### src/rtl/core/kpd_pkg.sv
// shared types, constants and the hex to seven-segment table for the keypad display block
`default_nettype none
package kpd_pkg;

    localparam int unsigned NUM_KEYS  = 16;
    localparam int unsigned KEY_W     = 5;
    localparam int unsigned HEX_W     = 4;
    localparam int unsigned SEG_W     = 7;
    localparam int unsigned EN_W      = 4;
    localparam int unsigned POSF_W    = 2;
    localparam int unsigned HOLD_W    = 16;
    localparam int unsigned CFG_IDX_W = 8;
    localparam int unsigned CFG_DAT_W = 16;
    localparam int unsigned IN_DAT_W  = 16;
    localparam int unsigned OUT_DAT_W = 24;

    localparam logic [KEY_W-1:0]  NO_KEY        = 5'd16;
    localparam logic [HOLD_W-1:0] HOLDOFF_RESET = 16'd100;

    typedef enum logic [CFG_IDX_W-1:0] {
        CFG_HOLDOFF_TICKS = 8'd0,
        CFG_COMMON_ANODE  = 8'd1
    } t_cfg_index;

    // result of one tick as seen from the digit state
    typedef struct packed {
        logic             accepted;
        logic [HEX_W-1:0] digit;
        logic [2:0]       pos;
    } t_step_info;

    // segments a..g in bits 0..6, active high
    function automatic logic [SEG_W-1:0] hex_to_seg(input logic [HEX_W-1:0] d);
        logic [SEG_W-1:0] s;
        case (d)
            4'h0: s = 7'h3F;
            4'h1: s = 7'h06;
            4'h2: s = 7'h5B;
            4'h3: s = 7'h4F;
            4'h4: s = 7'h66;
            4'h5: s = 7'h6D;
            4'h6: s = 7'h7D;
            4'h7: s = 7'h07;
            4'h8: s = 7'h7F;
            4'h9: s = 7'h6F;
            4'hA: s = 7'h77;
            4'hB: s = 7'h7C;
            4'hC: s = 7'h39;
            4'hD: s = 7'h5E;
            4'hE: s = 7'h79;
            4'hF: s = 7'h71;
            default: s = 7'h00;
        endcase
        return s;
    endfunction

endpackage
`default_nettype wire

### src/rtl/core/kpd_key_encoder.sv
// priority encoder: lowest pressed key of the 4x4 pad wins
`default_nettype none
module kpd_key_encoder (
    input  wire logic [kpd_pkg::NUM_KEYS-1:0] i_keys,
    output logic      [kpd_pkg::KEY_W-1:0]    o_key_code
);
    import kpd_pkg::*;

    always_comb begin
        o_key_code = NO_KEY;
        // walk down so the lowest index is written last
        for (int i = NUM_KEYS - 1; i >= 0; i--) begin
            if (i_keys[i]) begin
                o_key_code = KEY_W'(i);
            end
        end
    end

endmodule
`default_nettype wire

### src/rtl/core/kpd_digit_state.sv
// digit shift register, holdoff counter and scan position
`default_nettype none
module kpd_digit_state #(
    parameter int unsigned NUM_DIGITS = 4
) (
    input  wire logic                       i_clk,
    input  wire logic                       i_rst_n,
    input  wire logic                       i_step,
    input  wire logic [kpd_pkg::KEY_W-1:0]  i_key_code,
    input  wire logic [kpd_pkg::HOLD_W-1:0] i_holdoff_ticks,
    output kpd_pkg::t_step_info             o_info
);
    import kpd_pkg::*;

    localparam int unsigned POS_W = (NUM_DIGITS > 1) ? $clog2(NUM_DIGITS) : 1;

    logic [HEX_W-1:0]  r_digits [NUM_DIGITS];
    logic [HEX_W-1:0]  n_digits [NUM_DIGITS];
    logic [HOLD_W-1:0] r_holdoff, n_holdoff;
    logic [POS_W-1:0]  r_scan, n_scan;
    logic              w_take;
    logic [HOLD_W-1:0] w_hold_mid;

    assign w_take = (i_key_code != NO_KEY) && (r_holdoff == '0);

    always_comb begin
        for (int i = 0; i < NUM_DIGITS; i++) begin
            n_digits[i] = r_digits[i];
        end
        if (w_take) begin
            for (int i = 0; i < NUM_DIGITS - 1; i++) begin
                n_digits[i] = r_digits[i+1];
            end
            n_digits[NUM_DIGITS-1] = i_key_code[HEX_W-1:0];
        end
        w_hold_mid = w_take ? i_holdoff_ticks : r_holdoff;
        n_holdoff  = (w_hold_mid != '0) ? w_hold_mid - 1'b1 : w_hold_mid;
        n_scan     = (r_scan == POS_W'(NUM_DIGITS - 1)) ? '0 : r_scan + 1'b1;
    end

    // shown digit comes from the digits after this tick's update
    assign o_info.accepted = w_take;
    assign o_info.digit    = n_digits[r_scan];
    assign o_info.pos      = 3'(r_scan);

    always_ff @(posedge i_clk) begin
        if (!i_rst_n) begin
            for (int i = 0; i < NUM_DIGITS; i++) begin
                r_digits[i] <= '0;
            end
            r_holdoff <= '0;
            r_scan    <= '0;
        end else if (i_step) begin
            for (int i = 0; i < NUM_DIGITS; i++) begin
                r_digits[i] <= n_digits[i];
            end
            r_holdoff <= n_holdoff;
            r_scan    <= n_scan;
        end
    end

    a_holdoff_blocks: assert property (@(posedge i_clk) disable iff (!i_rst_n)
        (r_holdoff != '0) |-> !w_take)
        else $error("key taken while holdoff running");

    a_holdoff_reload: assert property (@(posedge i_clk) disable iff (!i_rst_n)
        (i_step && w_take && i_holdoff_ticks != '0) |=> (r_holdoff == $past(i_holdoff_ticks) - 1'b1))
        else $error("holdoff not reloaded after accepted key");

    a_scan_advance: assert property (@(posedge i_clk) disable iff (!i_rst_n)
        (i_step && r_scan != POS_W'(NUM_DIGITS - 1)) |=> (r_scan == $past(r_scan) + 1'b1))
        else $error("scan position did not advance");

    a_new_digit: assert property (@(posedge i_clk) disable iff (!i_rst_n)
        (i_step && w_take) |=> (r_digits[NUM_DIGITS-1] == $past(i_key_code[HEX_W-1:0])))
        else $error("accepted key missing from rightmost digit");

endmodule
`default_nettype wire

### src/rtl/core/keypad_hex_display_controller.sv
// top level: keypad tick stream in, multiplexed seven-segment drive stream out
//
// usage: each request on the s_axis channel is one keypad sample tick, tdata[15:0] holds
// the 16 key levels (bit r*4+c). every tick gives exactly one result on m_axis with the
// segment levels, digit enables, shown position, winning key code and an accepted flag.
// the result is registered and valid after the edge that accepts the tick. throughput
// is one tick per cycle while m_axis_tready is high, set by the single output register;
// s_axis_tready stays high as long as the output register is empty or is being taken in
// the same cycle, so a stalled receiver holds its result and backpressures the next tick.
// the config channel writes holdoff_ticks (index 0) and common_anode (index 1), one
// write per cycle, always ready; other indexes are dropped. write it only while idle.
// reset (i_rst_n low, synchronous) clears the digits to zero, the holdoff counter and
// scan position to zero, holdoff_ticks to 100, common_anode to 0, and empties the
// output register.
`default_nettype none
module keypad_hex_display_controller #(
    parameter int unsigned NUM_DIGITS = 4
) (
    input  wire logic                          i_clk,
    input  wire logic                          i_rst_n,
    input  wire logic                          s_axis_tvalid,
    output logic                               s_axis_tready,
    // [15:0] key_pressed
    input  wire logic [kpd_pkg::IN_DAT_W-1:0]  s_axis_tdata,
    output logic                               m_axis_tvalid,
    input  wire logic                          m_axis_tready,
    // [6:0] segments, [10:7] digit_enables, [12:11] digit_position,
    // [17:13] key_code, [18] key_accepted, [23:19] zero
    output logic      [kpd_pkg::OUT_DAT_W-1:0] m_axis_tdata,
    input  wire logic                          i_cfg_valid,
    output logic                               o_cfg_ready,
    input  wire logic [kpd_pkg::CFG_IDX_W-1:0] i_cfg_index,
    input  wire logic [kpd_pkg::CFG_DAT_W-1:0] i_cfg_data
);
    import kpd_pkg::*;

    logic [HOLD_W-1:0]    r_holdoff_ticks;
    logic                 r_common_anode;
    logic                 r_out_valid;
    logic [OUT_DAT_W-1:0] r_out_data, n_out_data;
    logic                 w_step;
    logic [KEY_W-1:0]     w_key_code;
    t_step_info           w_info;
    logic [SEG_W-1:0]     w_seg;
    logic [EN_W-1:0]      w_en;

    assign o_cfg_ready   = 1'b1;
    assign s_axis_tready = !r_out_valid || m_axis_tready;
    assign w_step        = s_axis_tvalid && s_axis_tready;
    assign m_axis_tvalid = r_out_valid;
    assign m_axis_tdata  = r_out_data;

    kpd_key_encoder u_enc (
        .i_keys     (s_axis_tdata[NUM_KEYS-1:0]),
        .o_key_code (w_key_code)
    );

    kpd_digit_state #(
        .NUM_DIGITS (NUM_DIGITS)
    ) u_state (
        .i_clk           (i_clk),
        .i_rst_n         (i_rst_n),
        .i_step          (w_step),
        .i_key_code      (w_key_code),
        .i_holdoff_ticks (r_holdoff_ticks),
        .o_info          (w_info)
    );

    always_comb begin
        w_seg = hex_to_seg(w_info.digit);
        // positions past the fourth have no enable pin
        w_en  = (w_info.pos < 3'd4) ? (EN_W'(1) << w_info.pos[1:0]) : '0;
        if (r_common_anode) begin
            w_seg = ~w_seg;
        end else begin
            w_en = ~w_en;
        end
        n_out_data = {5'd0, w_info.accepted, w_key_code, w_info.pos[1:0], w_en, w_seg};
    end

    always_ff @(posedge i_clk) begin
        if (!i_rst_n) begin
            r_holdoff_ticks <= HOLDOFF_RESET;
            r_common_anode  <= 1'b0;
        end else if (i_cfg_valid) begin
            case (i_cfg_index)
                CFG_HOLDOFF_TICKS: r_holdoff_ticks <= i_cfg_data;
                CFG_COMMON_ANODE:  r_common_anode  <= i_cfg_data[0];
                default: ;
            endcase
        end
    end

    always_ff @(posedge i_clk) begin
        if (!i_rst_n) begin
            r_out_valid <= 1'b0;
        end else if (s_axis_tready) begin
            r_out_valid <= s_axis_tvalid;
        end
    end

    always_ff @(posedge i_clk) begin
        if (w_step) begin
            r_out_data <= n_out_data;
        end
    end

    a_accept_has_key: assert property (@(posedge i_clk) disable iff (!i_rst_n)
        (r_out_valid && r_out_data[18]) |-> (r_out_data[17:13] != NO_KEY))
        else $error("accepted flag without a key");

    a_step_fills_out: assert property (@(posedge i_clk) disable iff (!i_rst_n)
        w_step |=> r_out_valid)
        else $error("accepted tick produced no result");

    a_one_enable: assert property (@(posedge i_clk) disable iff (!i_rst_n)
        (r_out_valid && r_out_data[12:11] == 2'(NUM_DIGITS - 1) && NUM_DIGITS <= 4)
            |-> $onehot(r_common_anode ? r_out_data[10:7] : ~r_out_data[10:7]))
        else $error("digit enables not one-hot");

endmodule
`default_nettype wire
### config.mk
export PLATFORM = sky130hd
export DESIGN_NAME = keypad_hex_display_controller
export DESIGN_NICKNAME = d
export VERILOG_FILES = /design/src/rtl/core/kpd_pkg.sv /design/src/rtl/core/kpd_key_encoder.sv /design/src/rtl/core/kpd_digit_state.sv /design/src/rtl/core/keypad_hex_display_controller.sv
export SDC_FILE = /design/constraint.sdc
export NUM_CORES = 1
export LEC_CHECK = 0
export BUFFER_PORTS_ARGS = -buffer_cell sky130_fd_sc_hd__buf_2
export CORE_ASPECT_RATIO = 0.75
export CORE_MARGIN = 3
export CORE_UTILIZATION = 50
export CTS_CLUSTER_SIZE = 25
export DETAILED_ROUTE_END_ITERATION = 8
export PLACE_DENSITY = 0.79
export SYNTH_ARGS = -nofsm -noshare
export SYNTH_HDL_FRONTEND = slang
export SYNTH_SLANG_ARGS = --single-unit
### constraint.sdc
create_clock -name i_clk -period 8.65 [get_ports i_clk]
set_input_delay 0.4325 -clock i_clk [delete_from_list [all_inputs] [get_ports i_clk]]
set_output_delay 0.4325 -clock i_clk [all_outputs]
set_load 0.02 [all_outputs]
### Word-level counts from Yosys, hierarchy flattened

Memories as Yosys holds them, arrays and structs flattened.
Index checks and enable logic that the tools add are counted.

* register bits after elaboration: 55
* latch bits: 0
* bits in writable memories: 16
* ROM bits: 112
* input port bits: 45
* logic and storage cells: 66
* memories: 2

* add/sub/neg operators: 2
* multipliers: 0
* divide/modulo/power cells: 0
* $lt $le $gt $ge: 2
* equality and inequality tests: 3
* shifts and indexed selects: 1
* muxes and demuxes: 34
* bitwise operators: 7
* reduce and logical (&&, ||, !) cells: 9

Memories
* (no name shown): depth 16, width 7, read ports 1, clocked after memory_dff 0, write ports 0, RTL line kpd_pkg.sv:35 `case (d)`
* u_state.r_digits: depth 4, width 4, read ports 4, clocked after memory_dff 0, write ports 4, RTL line kpd_digit_state.sv:17 `logic [HEX_W-1:0] r_digits [NUM_DIGITS];`

Operators by type and width (count)
* 5-bit two-way mux: 16
* 16-bit two-way mux: 3
* 4-bit two-way mux: 8
* 16-bit zero test: 1
* 16-bit nonzero test: 1
* 16-bit by 1-bit subtractor with 16-bit output, second input constant: 1
* 4-bit binary-select mux with 2-bit select: 1
* 8-bit by 1-bit == test with 1-bit output, second input constant: 1
* 8-bit zero test: 1
* 7-bit two-way mux: 1
* 7-bit inverter: 1
* 5-bit != test, second input constant: 1
* 1-bit two-way mux: 4
* 4-bit inverter: 1
* 1-bit OR: 4
* 2-bit AND reduction: 2
* 1-bit by 2-bit << shifter with 4-bit output, first input constant: 1
* 3-bit >= comparator, second input constant: 1
* 2-bit by 3-bit less-than comparator with 1-bit output, second input constant: 1
* 2-bit inverter with 3-bit output: 1
* 2-bit by 1-bit adder with 2-bit output, second input constant: 1
* 2-bit == test, second input constant: 1
* 1-bit logical AND: 2
* 2-bit two-way mux: 1
* other kinds (2): 2

### Longest topological paths before layout

An unclocked memory read counts as a cell.

* depth after elaboration: 25
* depth in mapped cells: 17

### Modules after synthesis

Synthesis repeated with hierarchy kept, for this count alone.

* cells, all modules: 435
* area total of the unflattened synthesis: 4174.0 sq um

Modules (own cells, without submodules)
* kpd_digit_state: instances 1, cells an instance 247, area an instance 2283.4 sq um, seq. area each 840.8 sq um
* keypad_hex_display_controller: instances 1, cells an instance 156, area an instance 1701.6 sq um, seq. area each 930.9 sq um
* kpd_key_encoder: instances 1, cells an instance 32, area an instance 188.9 sq um, seq. area each 0.0 sq um

### Worst setup path after synthesis

Ideal clock, no wire load.

* path type: register to register
* from: reg u_state.r_holdoff[6]
* to: reg u_state.r_holdoff[13]
* setup time: 125 ps
* arrival: 3786 ps
* slack: 4739 ps
* stages on the path, launching flop included: 18
* path buffers: 4
* period minus slack after synthesis: 3911 ps
* path through: dfxtp_1 nor4_2 and4_1 nand2b_1 buf_6 inv_6 clkbuf_1 clkbuf_1 a21oi_1 ha_1 and3_1 o311a_1 nor4b_1 and4_1 buf_2 o211ai_1 a41oi_1 a21boi_0

* cells in the longest elaborated chain, start to end: 5
* elaborated cells on any way between the ends: 6

Ends and longest elaborated chain
* start: declaration: RTL line kpd_digit_state.sv:19 `logic [HOLD_W-1:0] r_holdoff, n_holdoff;`
* start signal: assignment: RTL line kpd_digit_state.sv:57 `r_holdoff <= n_holdoff;`
* 16-bit zero test: RTL line kpd_digit_state.sv:24 `assign w_take = (i_key_code != NO_KEY) && (r_holdoff == '0);`
* 1-bit logical AND: RTL line kpd_digit_state.sv:24
* 16-bit two-way mux (*): RTL line kpd_digit_state.sv:36 `w_hold_mid = w_take ? i_holdoff_ticks : r_holdoff;`
* 16-bit by 1-bit subtractor with 16-bit output / 16-bit nonzero test (equally long branches): RTL line kpd_digit_state.sv:37 `n_holdoff = (w_hold_mid != '0) ? w_hold_mid - 1'b1 : w_hold_mid;`
* 16-bit two-way mux (*): RTL line kpd_digit_state.sv:37

Mark *: on every way between the ends. The rest lies on a longest branch, timed or not.
A chain may end at the register's enable or synchronous reset.

### Final worst setup path

* from: reg u_state.r_holdoff[12]
* to: reg u_state.r_holdoff[13]

The elaborated chain is that of the path after synthesis.

==> results.tsv <==
stage	metric	value	unit
outcome	status	finished clean	
worst_setup_path	critPathTopFamily	simple AND/OR/NAND/NOR gates	
logic_synthesis	synth-edff-count	35	
timing	worst_slack	3.69	ns
clock_network	clockBufferDepth	2	
placed_design	io_buffers	65	
timing	finalCriticalPeriod	4.96	ns
global_routing	grt_pass1_vias	3259	
timing	fmax	202	MHz
worst_setup_path	r2r_end	u_state.r_holdoff[13]	
global_routing	overflow	0	
cells_and_area	layout.nets	564	
timing	rsz0062_at_grt	no	
floorplan	rows	28	
logic_synthesis	synth_common_cells	nor2_1 (51), mux2i_1 (40), dfxtp_1 (36), edfxtp_1 (35), nand2_1 (33)	
worst_hold_path	holdPathStages	3	
timing	hold_viol_final	0	
clock_network	postCtsHoldBufs	0	
worst_hold_path	hold_class	in2reg	
floorplan	initial_utilization	0.528	
placed_design	finalWeightedCongestion	1.00	
logic_synthesis	ys_seq_area_frac	0.415	
route	drc	0	
power	p_leak	1.91	nW
worst_setup_path	timing.rr.start	u_state.r_holdoff[12]	
logic_synthesis	synth.area.mux_share	0.116	
worst_setup_path	endpoint_kind	register	
worst_setup_path	crit_type	reg2reg	
logic_synthesis	synth_top_cell_area_share	0.246	
clock_network	postCtsSetupBuffers	0	
logic_synthesis	synth_most_common_cell	nor2_1	
placed_design	dp_slack	3.86	ns
route	vias_per_cell	5.85	
worst_setup_path	r2r_cells	13	
worst_setup_path	critPathLaunchType	register	
clock_network	cts-resized-gates	0	
logic_synthesis	synth_top_cell_by_area	edfxtp_1	
timing	period_share	0.573	
route	num_vias	3612	
worst_setup_path	cp_max_fo	37	
power	power_density	372	nW/um2
run	max_cap_violations	0	
logic_synthesis	synth_top_family_by_area	simple AND/OR/NAND/NOR gates	
floorplan	core_area	8090	um2
clock_network	cts.root.buffer_cell	clkbuf_16	
placed_design	dp_hpwl	6.85	mm
worst_setup_path	slowest_stage	nor4b_1	
worst_setup_path	path_buf_inv	1	
logic_synthesis	async_reset_ff_frac	0	
timing	maxSlewHeadroom	0.375	
route	drtIter0Drc	273	
worst_setup_path	worst_path_most_repeated_cell	and4_1	
logic_synthesis	synth.avg_cell_area	9.45	um2
clock_network	numClockSinks	71	
floorplan	die_w	113	um
route	wirelength	9.63	mm
route	drt-pass1-iter-count	5	
placed_design	dp.cells	601	
worst_setup_path	rrSetupSlack	3.69	ns
cells_and_area	syn_to_final_growth	15.5	%
clock_network	tritoncts	yes	
cells_and_area	n_antenna_cell	0	
timing	worst_slew_pin_slew	0.938	ns
logic_synthesis	yosysWarningCount	0	
timing	fin_skew	0.00609	ns
global_routing	grt_pass1_wl	16.1	mm
power	vdd.ir_drop.worst	0.000185	V
logic_synthesis	synth_flop_cell	dfxtp_1	
worst_setup_path	crit_arrival	5.17	ns
timing	drv_slew	0	
logic_synthesis	synth-xor-area-share	0.0246	
logic_synthesis	synth_area_leaders	edfxtp_1 (25%), dfxtp_1 (17%), mux2i_1 (9.4%), nor2_1 (4.5%), ha_1 (3.5%)	
floorplan	fp.dieH	86.1	um
logic_synthesis	synthCells	452	
timing	final.setup.tns	0	ns
global_routing	antenna_found_initial	0	
global_routing	grt_max_degree	39	
clock_network	cts_buffers	9	
logic_synthesis	yosys.area_share.simple	0.215	
logic_synthesis	synthAdderAreaFrac	0.0351	
logic_synthesis	syn_area	4270	um2
floorplan	die_area	9700	um2
cells_and_area	final_cells	617	
worst_setup_path	crit_required	8.87	ns
timing	setup_viol	0	
floorplan	io-pin-count	72	
cells_and_area	final_util	0.610	
worst_hold_path	hp-start	i_cfg_data[6]	
clock_network	cts.clk_slew.worst_paths	0.06	ns
cells_and_area	drive_gt1_frac	0.193	
cells_and_area	final_area	4940	um2
worst_setup_path	crit_chain	nor4_1, and4_1, nand2b_1, inv_6, a21oi_1, ha_1, and3_1, o311a_1, nor4b_1, and4_1, o211ai_1, a41oi_1, a21boi_0	
logic_synthesis	ys_types	67	
global_routing	grt_usage	0.203	
logic_synthesis	synth_seq_cells	71	
clock_network	cts_max_level	3	
logic_synthesis	synth_compound_area_frac	0.143	
placed_design	place_area	4620	um2
worst_setup_path	cpPeakStageDelay	0.71	ns
clock_network	insertion_delay	0.33	ns
worst_hold_path	min_to	r_holdoff_ticks[6]	
route	wl_per_cell	15.6	um
route	drtAntennaViolNets	0	
-- worst max path at each step --
stage | startpoint | to | slack, ns | cells past startpoint
floorplan | u_state.r_holdoff[6] | u_state.r_holdoff[13] | 4.74 | 17
global placement | s_axis_tdata[12] | u_state.r_holdoff[8] | 4.01 | 14
detailed placement | u_state.r_holdoff[12] | u_state.r_holdoff[13] | 3.86 | 13
CTS | u_state.r_holdoff[12] | u_state.r_holdoff[13] | 3.85 | 13
global route | u_state.r_holdoff[12] | u_state.r_holdoff[13] | 3.38 | 13
finish | u_state.r_holdoff[12] | u_state.r_holdoff[13] | 3.69 | 13
-- cells in the final DEF, fill, tap and decap left out, types with 9 or more instances in the layout --
master,synthesis,layout
buf_2,2,65
ha_1,12,12
nor4_1,14,14
nand2_1,33,33
mux2i_1,40,40
inv_1,15,15
edfxtp_1,35,35
a21oi_1,16,16
dfxtp_1,36,36
nor2b_1,21,21
clkbuf_16,0,9
and2_1,11,11
nor2_1,51,51
o21ai_0,17,17
nor3_1,9,9
-- layout make-up --
| cell class | count | area (um2) |
|---|---|---|
| clock buffer | 11 | 233 |
| clock inverter | 5 | 82.6 |
| fill | 671 | 3160 |
| inverter | 17 | 68.8 |
| multi-input combinational | 340 | 2300 |
| sequential | 71 | 1770 |
| tap | 105 | 131 |
| timing repair buffer | 68 | 348 |
-- logic make-up (layout without fill, tap and decap cells) --
family                   after synthesis  count (layout)
XOR/XNOR                              12              12
adder cells (fa/ha/maj)               12              12
multiplexers                          46              46
buffers and inverters                 45             101
AO/OA/AOI/OAI                         88              88
AND/OR/NAND/NOR                      176             176
other                                  2               6
flip-flops                            71              71
-- sequential cells by signal, indices dropped and copies added, names as in the netlist --
register / flops
r_holdoff_ticks: 16
u_state.r_scan: 2
m_axis_tvalid: 1
u_state.r_holdoff: 16
r_common_anode: 1
u_state.r_digits: 16
m_axis_tdata: 19
-- per-layer routing --
layer / track usage / part of all wire
met1: 0.298 / 0.47
met2: 0.295 / 0.42
met3: 0.0472 / 0.097
met4: 0.0644 / 0.011
met5: 0 / 0
-- worst register-to-register path, cell delays in order (launching register included) --
cell,delay (ns)
dfxtp_1,0.34
nor4_1,0.60
and4_1,0.37
nand2b_1,0.52
inv_6,0.48
a21oi_1,0.20
ha_1,0.21
and3_1,0.18
o311a_1,0.20
nor4b_1,0.71
and4_1,0.46
o211ai_1,0.19
a41oi_1,0.27
a21boi_0,0.10
-- where the power goes --
group	switching, W	internal (W)
clock network	0.000137	0.000253
registers	0.0000508	0.000431
logic	0.000578	0.000388
total	0.000766	0.00107
-- through the flow --
stage	total power (W)	hold slack [ns]
floorplan	0.00126	0.463
global placement	0.00140	0.491
detailed placement	0.00143	0.513
CTS	0.00183	0.310
global route	0.00197	0.346
finish	0.00184	0.317
Power figures use the tool's default switching activity.
